==> src/hw/rtl/bdrm_pkg.sv <==
// Shared widths, reset values and register indexes for the byte diff run merger.
`default_nettype none

package bdrm_pkg;

    localparam int BYTE_BITS       = 8;
    localparam int OUT_OFFSET_BITS = 48;
    localparam int LENGTH_BITS     = 25;
    localparam int PAGE_POS_BITS   = 24;
    localparam int GAP_BITS        = 16;
    localparam int EQ_BITS         = 17;
    localparam int CFG_INDEX_BITS  = 1;
    localparam int CFG_DATA_BITS   = 25;

    typedef logic [LENGTH_BITS-1:0]     page_size_t;
    typedef logic [GAP_BITS-1:0]        gap_t;
    typedef logic [PAGE_POS_BITS-1:0]   page_pos_t;
    typedef logic [EQ_BITS-1:0]         eq_count_t;
    typedef logic [LENGTH_BITS-1:0]     length_t;
    typedef logic [OUT_OFFSET_BITS-1:0] out_offset_t;
    typedef logic [BYTE_BITS-1:0]       byte_t;
    typedef logic [CFG_INDEX_BITS-1:0]  cfg_index_t;
    typedef logic [CFG_DATA_BITS-1:0]   cfg_data_t;

    localparam cfg_index_t REG_PAGE_SIZE = 1'd0;
    localparam cfg_index_t REG_MAX_GAP   = 1'd1;

    localparam page_size_t PAGE_SIZE_RESET = 25'd4096;
    localparam gap_t       MAX_GAP_RESET   = 16'd16;
    localparam page_size_t PAGE_LIMIT      = 25'd16777216;

endpackage

`default_nettype wire

==> src/hw/rtl/byte_diff_run_merger.sv <==
// Top level: merges runs of differing bytes into offset/length difference records.
// Input transactions pass the input register, then the result register, to reach a result transaction.
// One byte pair per cycle unless a result stalls; the compare and counter update are combinational.
// A stalled result holds the result register; the input register takes one more pair behind it.
// Reset clears stream, page and record state and loads page_size 4096 and max_gap 16.
`default_nettype none

module byte_diff_run_merger #(
    parameter int OFFSET_BITS = 48
) (
    input  wire                           clk,
    input  wire                           rst_n,
    input  wire                           cfg_valid,
    output logic                          cfg_ready,
    input  wire  bdrm_pkg::cfg_index_t    cfg_index,
    input  wire  bdrm_pkg::cfg_data_t     cfg_data,
    input  wire                           in_valid,
    output logic                          in_ready,
    input  wire  bdrm_pkg::byte_t         old_byte,
    input  wire  bdrm_pkg::byte_t         new_byte,
    input  wire                           last,
    output logic                          out_valid,
    input  wire                           out_ready,
    output bdrm_pkg::out_offset_t         diff_offset,
    output bdrm_pkg::length_t             diff_length
);
    import bdrm_pkg::*;

    typedef logic [OFFSET_BITS-1:0] offset_t;

    page_size_t  page_size_reg;
    gap_t        max_gap_reg;

    logic        in_valid_reg;
    byte_t       old_byte_reg;
    byte_t       new_byte_reg;
    logic        last_reg;

    offset_t     stream_pos_reg, stream_pos_next;
    page_pos_t   page_pos_reg, page_pos_next;
    logic        open_reg, open_next;
    offset_t     begin_reg, begin_next;
    offset_t     stop_reg, stop_next;
    eq_count_t   eq_count_reg, eq_count_next;

    logic        out_valid_reg, out_valid_next;
    out_offset_t diff_offset_reg;
    length_t     diff_length_reg;

    logic        advance;
    logic        differ;
    logic        emit;
    offset_t     pos_inc;
    page_size_t  page_pos_inc;
    page_size_t  eff_page_size;
    logic        page_end;
    logic [63:0] begin_ext;
    length_t     length_calc;

    assign cfg_ready = 1'b1;
    assign advance   = in_valid_reg && (!out_valid_reg || out_ready);
    assign in_ready  = !in_valid_reg || advance;

    always_ff @(posedge clk or negedge rst_n)
    begin
        if (!rst_n)
        begin
            page_size_reg <= PAGE_SIZE_RESET;
            max_gap_reg   <= MAX_GAP_RESET;
        end
        else if (cfg_valid && cfg_ready)
        begin
            case (cfg_index)
                REG_PAGE_SIZE: page_size_reg <= cfg_data;
                REG_MAX_GAP:   max_gap_reg   <= cfg_data[GAP_BITS-1:0];
                default:       ;
            endcase
        end
    end

    always_ff @(posedge clk or negedge rst_n)
    begin
        if (!rst_n)
        begin
            in_valid_reg <= 1'b0;
        end
        else if (in_ready)
        begin
            in_valid_reg <= in_valid;
        end
    end

    always_ff @(posedge clk)
    begin
        if (in_valid && in_ready)
        begin
            old_byte_reg <= old_byte;
            new_byte_reg <= new_byte;
            last_reg     <= last;
        end
    end

    always_comb
    begin
        if (page_size_reg == '0)
        begin
            eff_page_size = 25'd1;
        end
        else if (page_size_reg > PAGE_LIMIT)
        begin
            eff_page_size = PAGE_LIMIT;
        end
        else
        begin
            eff_page_size = page_size_reg;
        end
    end

    assign differ       = old_byte_reg != new_byte_reg;
    assign pos_inc      = stream_pos_reg + offset_t'(1);
    assign page_pos_inc = {1'b0, page_pos_reg} + page_size_t'(1);
    assign page_end     = page_pos_inc >= eff_page_size;

    always_comb
    begin
        open_next     = open_reg;
        begin_next    = begin_reg;
        stop_next     = stop_reg;
        eq_count_next = eq_count_reg;
        emit          = 1'b0;
        if (differ)
        begin
            if (!open_reg)
            begin
                open_next  = 1'b1;
                begin_next = stream_pos_reg;
            end
            stop_next     = pos_inc;
            eq_count_next = '0;
        end
        else if (open_reg)
        begin
            eq_count_next = eq_count_reg + eq_count_t'(1);
            if (eq_count_reg >= {1'b0, max_gap_reg})
            begin
                emit          = 1'b1;
                open_next     = 1'b0;
                eq_count_next = '0;
            end
        end
        if ((page_end || last_reg) && open_next)
        begin
            emit          = 1'b1;
            open_next     = 1'b0;
            eq_count_next = '0;
        end
        if (last_reg)
        begin
            stream_pos_next = '0;
            page_pos_next   = '0;
        end
        else
        begin
            stream_pos_next = pos_inc;
            page_pos_next   = page_end ? '0 : page_pos_inc[PAGE_POS_BITS-1:0];
        end
    end

    assign begin_ext   = 64'(begin_next);
    assign length_calc = stop_next[LENGTH_BITS-1:0] - begin_next[LENGTH_BITS-1:0];

    always_ff @(posedge clk or negedge rst_n)
    begin
        if (!rst_n)
        begin
            stream_pos_reg <= '0;
            page_pos_reg   <= '0;
            open_reg       <= 1'b0;
            begin_reg      <= '0;
            stop_reg       <= '0;
            eq_count_reg   <= '0;
        end
        else if (advance)
        begin
            stream_pos_reg <= stream_pos_next;
            page_pos_reg   <= page_pos_next;
            open_reg       <= open_next;
            begin_reg      <= begin_next;
            stop_reg       <= stop_next;
            eq_count_reg   <= eq_count_next;
        end
    end

    always_comb
    begin
        out_valid_next = out_valid_reg;
        if (advance)
        begin
            out_valid_next = emit;
        end
        else if (out_ready)
        begin
            out_valid_next = 1'b0;
        end
    end

    always_ff @(posedge clk or negedge rst_n)
    begin
        if (!rst_n)
        begin
            out_valid_reg <= 1'b0;
        end
        else
        begin
            out_valid_reg <= out_valid_next;
        end
    end

    always_ff @(posedge clk)
    begin
        if (advance && emit)
        begin
            diff_offset_reg <= begin_ext[OUT_OFFSET_BITS-1:0];
            diff_length_reg <= length_calc;
        end
    end

    assign out_valid   = out_valid_reg;
    assign diff_offset = diff_offset_reg;
    assign diff_length = diff_length_reg;

endmodule

`default_nettype wire

==> config.mk <==
export PLATFORM = sky130hd
export DESIGN_NAME = byte_diff_run_merger
export DESIGN_NICKNAME = d
export VERILOG_FILES = /design/src/hw/rtl/bdrm_pkg.sv /design/src/hw/rtl/byte_diff_run_merger.sv
export SDC_FILE = /design/constraint.sdc
export NUM_CORES = 1
export LEC_CHECK = 0
export ABC_AREA = 1
export BUFFER_PORTS_ARGS = -buffer_cell sky130_fd_sc_hd__buf_2
export CAP_MARGIN = 15
export CORE_MARGIN = 3
export CORE_UTILIZATION = 55
export CTS_CLUSTER_DIAMETER = 120
export DETAILED_ROUTE_END_ITERATION = 16
export GPL_TIMING_DRIVEN = 0
export PLACE_DENSITY = 0.77
export SETUP_SLACK_MARGIN = 0.2
export SLEW_MARGIN = 25
export SYNTH_ARGS = -nofsm -noshare
export SYNTH_HDL_FRONTEND = slang
export SYNTH_SLANG_ARGS = --single-unit
export TNS_END_PERCENT = 1
==> constraint.sdc <==
create_clock -name clk -period 4.2 [get_ports clk]
set_input_delay 0.63 -clock clk [delete_from_list [all_inputs] [get_ports clk]]
set_output_delay 0.63 -clock clk [all_outputs]
set_load 0.02 [all_outputs]
* After elaboration in Yosys (flattened, before gate mapping)
Cells that the tools add are included.
** Storage, ports and cells
- Register bits :: 296
- Output and inout port bits :: 76
- Word-level logic and storage cells :: 61
** Cells by class
- Add/subtract/negate cells :: 4
- Order comparisons :: 3
- Equal/unequal tests :: 1
- Muxes and demuxes :: 22
- Bitwise gates (word level) :: 1
- Reduce and logical (&&, ||, !) cells :: 15
** Operators by type and width (number)
- two-way mux 48 bit :: 3
- two-way mux 25 bit :: 3
- two-way mux 17 bit :: 4
- adder 48 x 1 -> 48 bit (second input constant) :: 1
- two-way mux 24 bit :: 2
- adder 24 x 1 -> 25 bit (second input constant) :: 1
- greater-or-equal comparator 25 bit :: 1
- > comparator 25 bit (second input constant) :: 1
- zero test 25 bit :: 1
- subtractor 25 bit :: 1
- adder 17 x 1 -> 17 bit (second input constant) :: 1
- greater-or-equal comparator 17 x 16 -> 1 bit :: 1
- two-way mux 1 bit :: 10
- != test 8 bit :: 1
- AND reduction 2 bit :: 3
- logical AND 1 bit :: 4
- logical OR 1 bit :: 3
- nonzero test 3 bit :: 1
- zero test 1 bit :: 2
- nonzero test 2 bit :: 1
- NOT 1 bit :: 1

* Longest topological paths before layout
- Depth in word-level cells :: 8
- Mapped depth :: 26
- Mapped depth without buffers :: 24

* Least setup slack after synthesis
Ideal clock, no wire load.
- Path type :: reg2reg
- From :: reg page_size_reg[16]
- To :: reg diff_length_reg[0], in the netlist diff_length[0], enable pin
- Data arrival time :: 3.716 ns
- Data required time :: 3.773 ns
- Slack :: 0.057 ns
- Stages on the path, launching flop included :: 19
- Clock period less this slack :: 4.143 ns
- Path through :: dfrtp_1 > nor4_1 > nand2_1 > nor2_1 > nand3_1 > nand2_1 > clkbuf_1 > nand2_1 > ha_1 > nand2_1 > nor2_1 > nand3_1 > nor2_1 > nand2_1 > nand2_1 > nor2_1 > nand3_1 > nand2_1 > inv_1
** Between the ends
- Word-level cells in the longest chain between the ends :: 8
- Elaborated cells between the ends (all ways) :: 9
- Classes of those cells :: order compare: 2; mux: 3; reduce/logical: 4
** Ends and longest elaborated chain
- start: declaration :: line byte_diff_run_merger.sv:31 : page_size_t page_size_reg;
- start signal: assignment :: line byte_diff_run_merger.sv:74 : REG_PAGE_SIZE: page_size_reg <= cfg_data;
- > comparator 25 bit :: line byte_diff_run_merger.sv:109 : else if (page_size_reg > PAGE_LIMIT)
- two-way mux 25 bit :: line byte_diff_run_merger.sv:109
- two-way mux 25 bit * :: line byte_diff_run_merger.sv:105 : if (page_size_reg == '0)
- greater-or-equal comparator 25 bit * :: line byte_diff_run_merger.sv:122 : assign page_end = page_pos_inc >= eff_page_size;
- logical OR 1 bit * :: line byte_diff_run_merger.sv:151 : if ((page_end || last_reg) && open_next)
- logical AND 1 bit * :: line byte_diff_run_merger.sv:151
- two-way mux 1 bit * :: line byte_diff_run_merger.sv:151
- logical AND 1 bit * :: line byte_diff_run_merger.sv:221 : if (advance && emit)
- end signal: assignment :: line byte_diff_run_merger.sv:224 : diff_length_reg <= length_calc;
- end: declaration :: line byte_diff_run_merger.sv:48 : length_t diff_length_reg;
Every way passes the cells marked *; elsewhere a longest branch is shown, timed or not.
A chain may end at the register's enable or synchronous reset.

* Final worst setup path
- From :: reg old_byte_reg[1]
- To :: reg diff_length_reg[23], in the netlist diff_length[23] (data pin)
** Between the ends
- Word-level cells in the longest chain between the ends :: 3
- Elaborated cells between the ends (all ways) :: 4
- Classes of those cells :: add/sub: 1; eq/ne: 1; mux: 2
** Ends and longest elaborated chain
- start: declaration :: line byte_diff_run_merger.sv:35 : byte_t old_byte_reg;
- start signal: assignment :: line byte_diff_run_merger.sv:97 : old_byte_reg <= old_byte;
- != test 8 bit :: line byte_diff_run_merger.sv:119 : assign differ = old_byte_reg != new_byte_reg;
- two-way mux 48 bit :: line byte_diff_run_merger.sv:131 : if (differ)
- net begin_next[2] :: line byte_diff_run_merger.sv:42 : offset_t begin_reg, begin_next;
- subtractor 25 bit :: line byte_diff_run_merger.sv:170 : assign length_calc = stop_next[LENGTH_BITS-1:0] - begin_next[LENGTH_BITS-1:0];
- net length_calc[23] :: line byte_diff_run_merger.sv:58 : length_t length_calc;
The timed path passes the listed nets, and every way through them passes these cells.

==> impl_metrics.env <==
export IMPL_synth_edf_count=90
export IMPL_synthFlopType="dfrtp_1"
export IMPL_m1WireLength_mm=18.71
export IMPL_dieHeight_um=179.7
export IMPL_nNetsFinal=2313
export IMPL_hold_start="last"
export IMPL_p_per_area_nw_per_um2=466.8
export IMPL_dr_first_iter_drc_count=1146
export IMPL_track_usage=0.2717
export IMPL_dr_pass1_iters=7
export IMPL_drv_cap=0
export IMPL_power_mw=8.869
export IMPL_ios=124
export IMPL_p_sw_mw=2.943
export IMPL_gr_total_overflow=0
export IMPL_tightest_slew_ps=829.5
export IMPL_synth_seq_cells=296
export IMPL_rsz0062_at_grt="yes"
export IMPL_cts_tree="built"
export IMPL_cts_made_buffers=34
export IMPL_yosysTopAreaCell="dfrtp_1"
export IMPL_combPwrFrac=0.270
export IMPL_dr_wl_met2_mm=21.40
export IMPL_synth_seq_area_share=0.4737
export IMPL_gp_congestion=0.9219
export IMPL_antenna_found_initial=0
export IMPL_timing_rr_end="diff_length[23]"
export IMPL_floorplan_initialDensity=0.5673
export IMPL_instances_no_fill=2605
export IMPL_nFillCells=2476
export IMPL_crit_type="reg2reg"
export IMPL_fmax_mhz=263.3
export IMPL_r2r_setup_slack_ps=400
export IMPL_design_area_um2=19000
export IMPL_synth_top_cells_by_area="dfrtp_1 31%, edfxtp_1 16%, nand2_1 14%, inv_1 5.3%, ha_1 5.1%"
export IMPL_clkSinkCount=296
export IMPL_crit_path_end="diff_length[23]"
export IMPL_placed_cells=2533
export IMPL_crit_arrival_ps=4060
export IMPL_grt_pass1_vias=13938
export IMPL_cts_root_buf="clkbuf_16"
export IMPL_diodes=0
export IMPL_fp_dieArea_um2=32290
export IMPL_cp_startpoint="old_byte_reg[1]"
export IMPL_synthArstFlopShare=0.6959
export IMPL_chipWidth_um=179.7
export IMPL_synth_nets=2140
export IMPL_p_seq_frac=0.400
export IMPL_dpl_hpwl_mm=33.53
export IMPL_setup_tns_final_ps=0
export IMPL_end_kind="flop"
export IMPL_placed_area_um2=17790
export IMPL_synthCells=2023
export IMPL_worstRegToRegCells=19
export IMPL_skew_ps=28.44
export IMPL_clock_latency_ps=520
export IMPL_setup_viol=0
export IMPL_yosys_area_top_type_share=0.3077
export IMPL_ir_worst_vdd_mv=0.4075
export IMPL_grt_pass1_wl_mm=71.85
export IMPL_worstSetupStartpointType="flop"
export IMPL_synth_area_um2=16590
export IMPL_status="complete, no violations"
export IMPL_grt_max_degree=90
export IMPL_coreArea_um2=29250
export IMPL_cts_reportedPaths_clkPinSlew_ps=60
export IMPL_hold_violations=0
export IMPL_io_buffers=122
export IMPL_netSwitchingFraction=0.3318
export IMPL_rows=62
export IMPL_yosys_warnings=0
export IMPL_maxUsedRoutingLayer="met4"
export IMPL_clockBufferDepth=3
export IMPL_r2r_start="old_byte_reg[1]"
export IMPL_whs_ps=291.8
export IMPL_finalCritPeriodShare=0.9043
export IMPL_syn_to_final_growth_pct=14.52
export IMPL_cp_max_fo=10
export IMPL_ant_nets=0
export IMPL_post_route_min_period_ps=3798
export IMPL_p_leak_nw=9.180
export IMPL_htree_levels=2
export IMPL_holdCritPathClass="in2reg"
export IMPL_crit_required_ps=4470
export IMPL_power_share_clock=0.330
export IMPL_avgSynthCellArea_um2=8.202
export IMPL_via_per_inst=5.502
export IMPL_met3WireLength_mm=3.008
export IMPL_ys_types=54
export IMPL_intPower_mw=5.926
export IMPL_wl_per_cell_um=17.11
export IMPL_vias=14332
export IMPL_drive_above_1_share=0.1495
export IMPL_drt_total_wl_mm=44.57
export IMPL_max_slew_margin=0.4464
export IMPL_drc=0
export IMPL_drv_slew=0
[cells in the mapped netlist (2+ instances only)]
master and n:
or2_2 3, o22ai_1 24, nand3_1 79, o21ai_1 19, xor2_1 49, buf_2 17, nand2_4 3, and3_1 2
clkbuf_1 22, o21a_1 5, and2_1 4, nor2_1 142, nand4_1 41, buf_4 8, nand3_2 3, nand2_2 4
o21ai_0 104, dfstp_2 2, buf_1 5, o21ai_2 53, o21bai_1 6, edfxtp_1 90, dfrtp_1 204, ha_1 68
inv_1 236, a21oi_1 53, xnor2_1 24, nor4_1 4, a31oi_1 5, buf_6 6, inv_2 13, nor2_2 4
nand2_1 640, nand3b_1 3, a21o_1 5, mux2_2 8, nor2_4 4, a21boi_0 2, nor3_2 6, nor3_1 39
[metal layers]
metal | up-vias | global-route usage
li1 | 6923 | -
met1 | 6796 | 0.3600
met2 | 513 | 0.4651
met3 | 100 | 0.03860
met4 | 0 | 0.08663
met5 | - | 0
[cell families (layout without fill, tap and decap cells)]
kind of cell | after synthesis | in the layout | synth area share
buffers and inverters | 308 | 506 | 0.07548
AND/OR/NAND/NOR | 987 | 987 | 0.2511
XOR/XNOR | 74 | 74 | 0.03951
multiplexers | 8 | 8 | 0.005430
flip-flops | 296 | 296 | 0.4737
adder cells (fa/ha/maj) | 69 | 69 | 0.05249
other | 1 | 1 | 0.0002260
AO/OA/AOI/OAI | 280 | 280 | 0.1020
[worst min-delay path by stage]
stage	end	slack, ps	cells after the start
floorplan	begin_reg[0]	330	0
global placement	stop_reg[11]	460	2
detailed placement	stream_pos_reg[28]	460	1
CTS	last_reg	270	1
global route	new_byte_reg[6]	290	1
finish	last_reg	290	1
[stage by stage]
step / worst slack [ps] / util
after floorplan: 424.7 / -
after global placement: -1108 / 0.6048
after CTS: 226.9 / 0.6464
final: 401.7 / 0.6497
after detailed placement: 258.6 / 0.6084
after global routing: 144.7 / 0.6497
[power by group through the flow]
| stage | registers [mW] | logic [mW] | clock network, mW |
|---|---|---|---|
| after floorplan | 3.73 | 1.43 | 0 |
| after global placement | 3.59 | 2.25 | 0 |
| after detailed placement | 3.60 | 2.33 | 0 |
| after CTS | 3.55 | 2.34 | 2.97 |
| after global routing | 3.58 | 2.65 | 3.09 |
| final | 3.55 | 2.39 | 2.93 |
[layout make-up]
class                      instances  area [µm²]  area share
timing repair inverter             1       5.005   0.0002634
clock buffer                      52        1002     0.05274
sequential                       296        7861      0.4137
clock inverter                     9       100.1    0.005268
tap                              384       480.5     0.02528
inverter                         250       942.2     0.04958
multi-input combinational       1419        7498      0.3946
buffer                            58       319.1     0.01679
timing repair buffer             136       793.3     0.04175
[cell usage in the layout, fill, tap and decap left out, types with 3 or more instances in the layout]
| master | netlist | layout |
|---|---|---|
| a21o_1 | 5 | 5 |
| a21oi_1 | 53 | 53 |
| a31oi_1 | 5 | 5 |
| and2_1 | 4 | 4 |
| buf_1 | 5 | 6 |
| buf_2 | 17 | 138 |
| buf_4 | 8 | 16 |
| buf_6 | 6 | 7 |
| clkbuf_1 | 22 | 33 |
| clkbuf_16 | 0 | 37 |
| clkinv_2 | 0 | 4 |
| dfrtp_1 | 204 | 203 |
| edfxtp_1 | 90 | 90 |
| ha_1 | 68 | 67 |
| inv_1 | 236 | 234 |
| inv_2 | 13 | 14 |
| mux2_2 | 8 | 8 |
| nand2_1 | 640 | 639 |
| nand2_2 | 4 | 5 |
| nand2_4 | 3 | 3 |
| nand3_1 | 79 | 79 |
| nand3_2 | 3 | 3 |
| nand3b_1 | 3 | 3 |
| nand4_1 | 41 | 41 |
| nor2_1 | 142 | 138 |
| nor2_2 | 4 | 8 |
| nor2_4 | 4 | 4 |
| nor3_1 | 39 | 39 |
| nor3_2 | 6 | 6 |
| nor4_1 | 4 | 4 |
| o21a_1 | 5 | 5 |
| o21ai_0 | 104 | 104 |
| o21ai_1 | 19 | 19 |
| o21ai_2 | 53 | 53 |
| o21bai_1 | 6 | 6 |
| o22ai_1 | 24 | 24 |
| or2_2 | 3 | 3 |
| xnor2_1 | 24 | 24 |
| xor2_1 | 49 | 49 |
[timing repair]
action	4_1_cts	5_1_grt
hold buffers	1	0
resized for setup	0	13
endpoints found under the hold margin	31	0
setup buffers	0	9
setup endpoints to repair	0	84
[critical path: stages (launching register included)]
cell and delay [ps]:
edfxtp_1 420, xnor2_1 210, nand2_1 80, nor2_2 170
nand2_4 140, nand2_4 120, buf_6 190, buf_6 180
nand2_1 80, o21ai_2 100, inv_2 70, ha_1 390
a21oi_1 220, nand2_1 220, a21boi_2 320, o21ai_0 280
nand3b_1 200, nand3_1 80, nand2_1 60, nand2_1 50
Note: power is estimated with default switching activity, not from simulation.
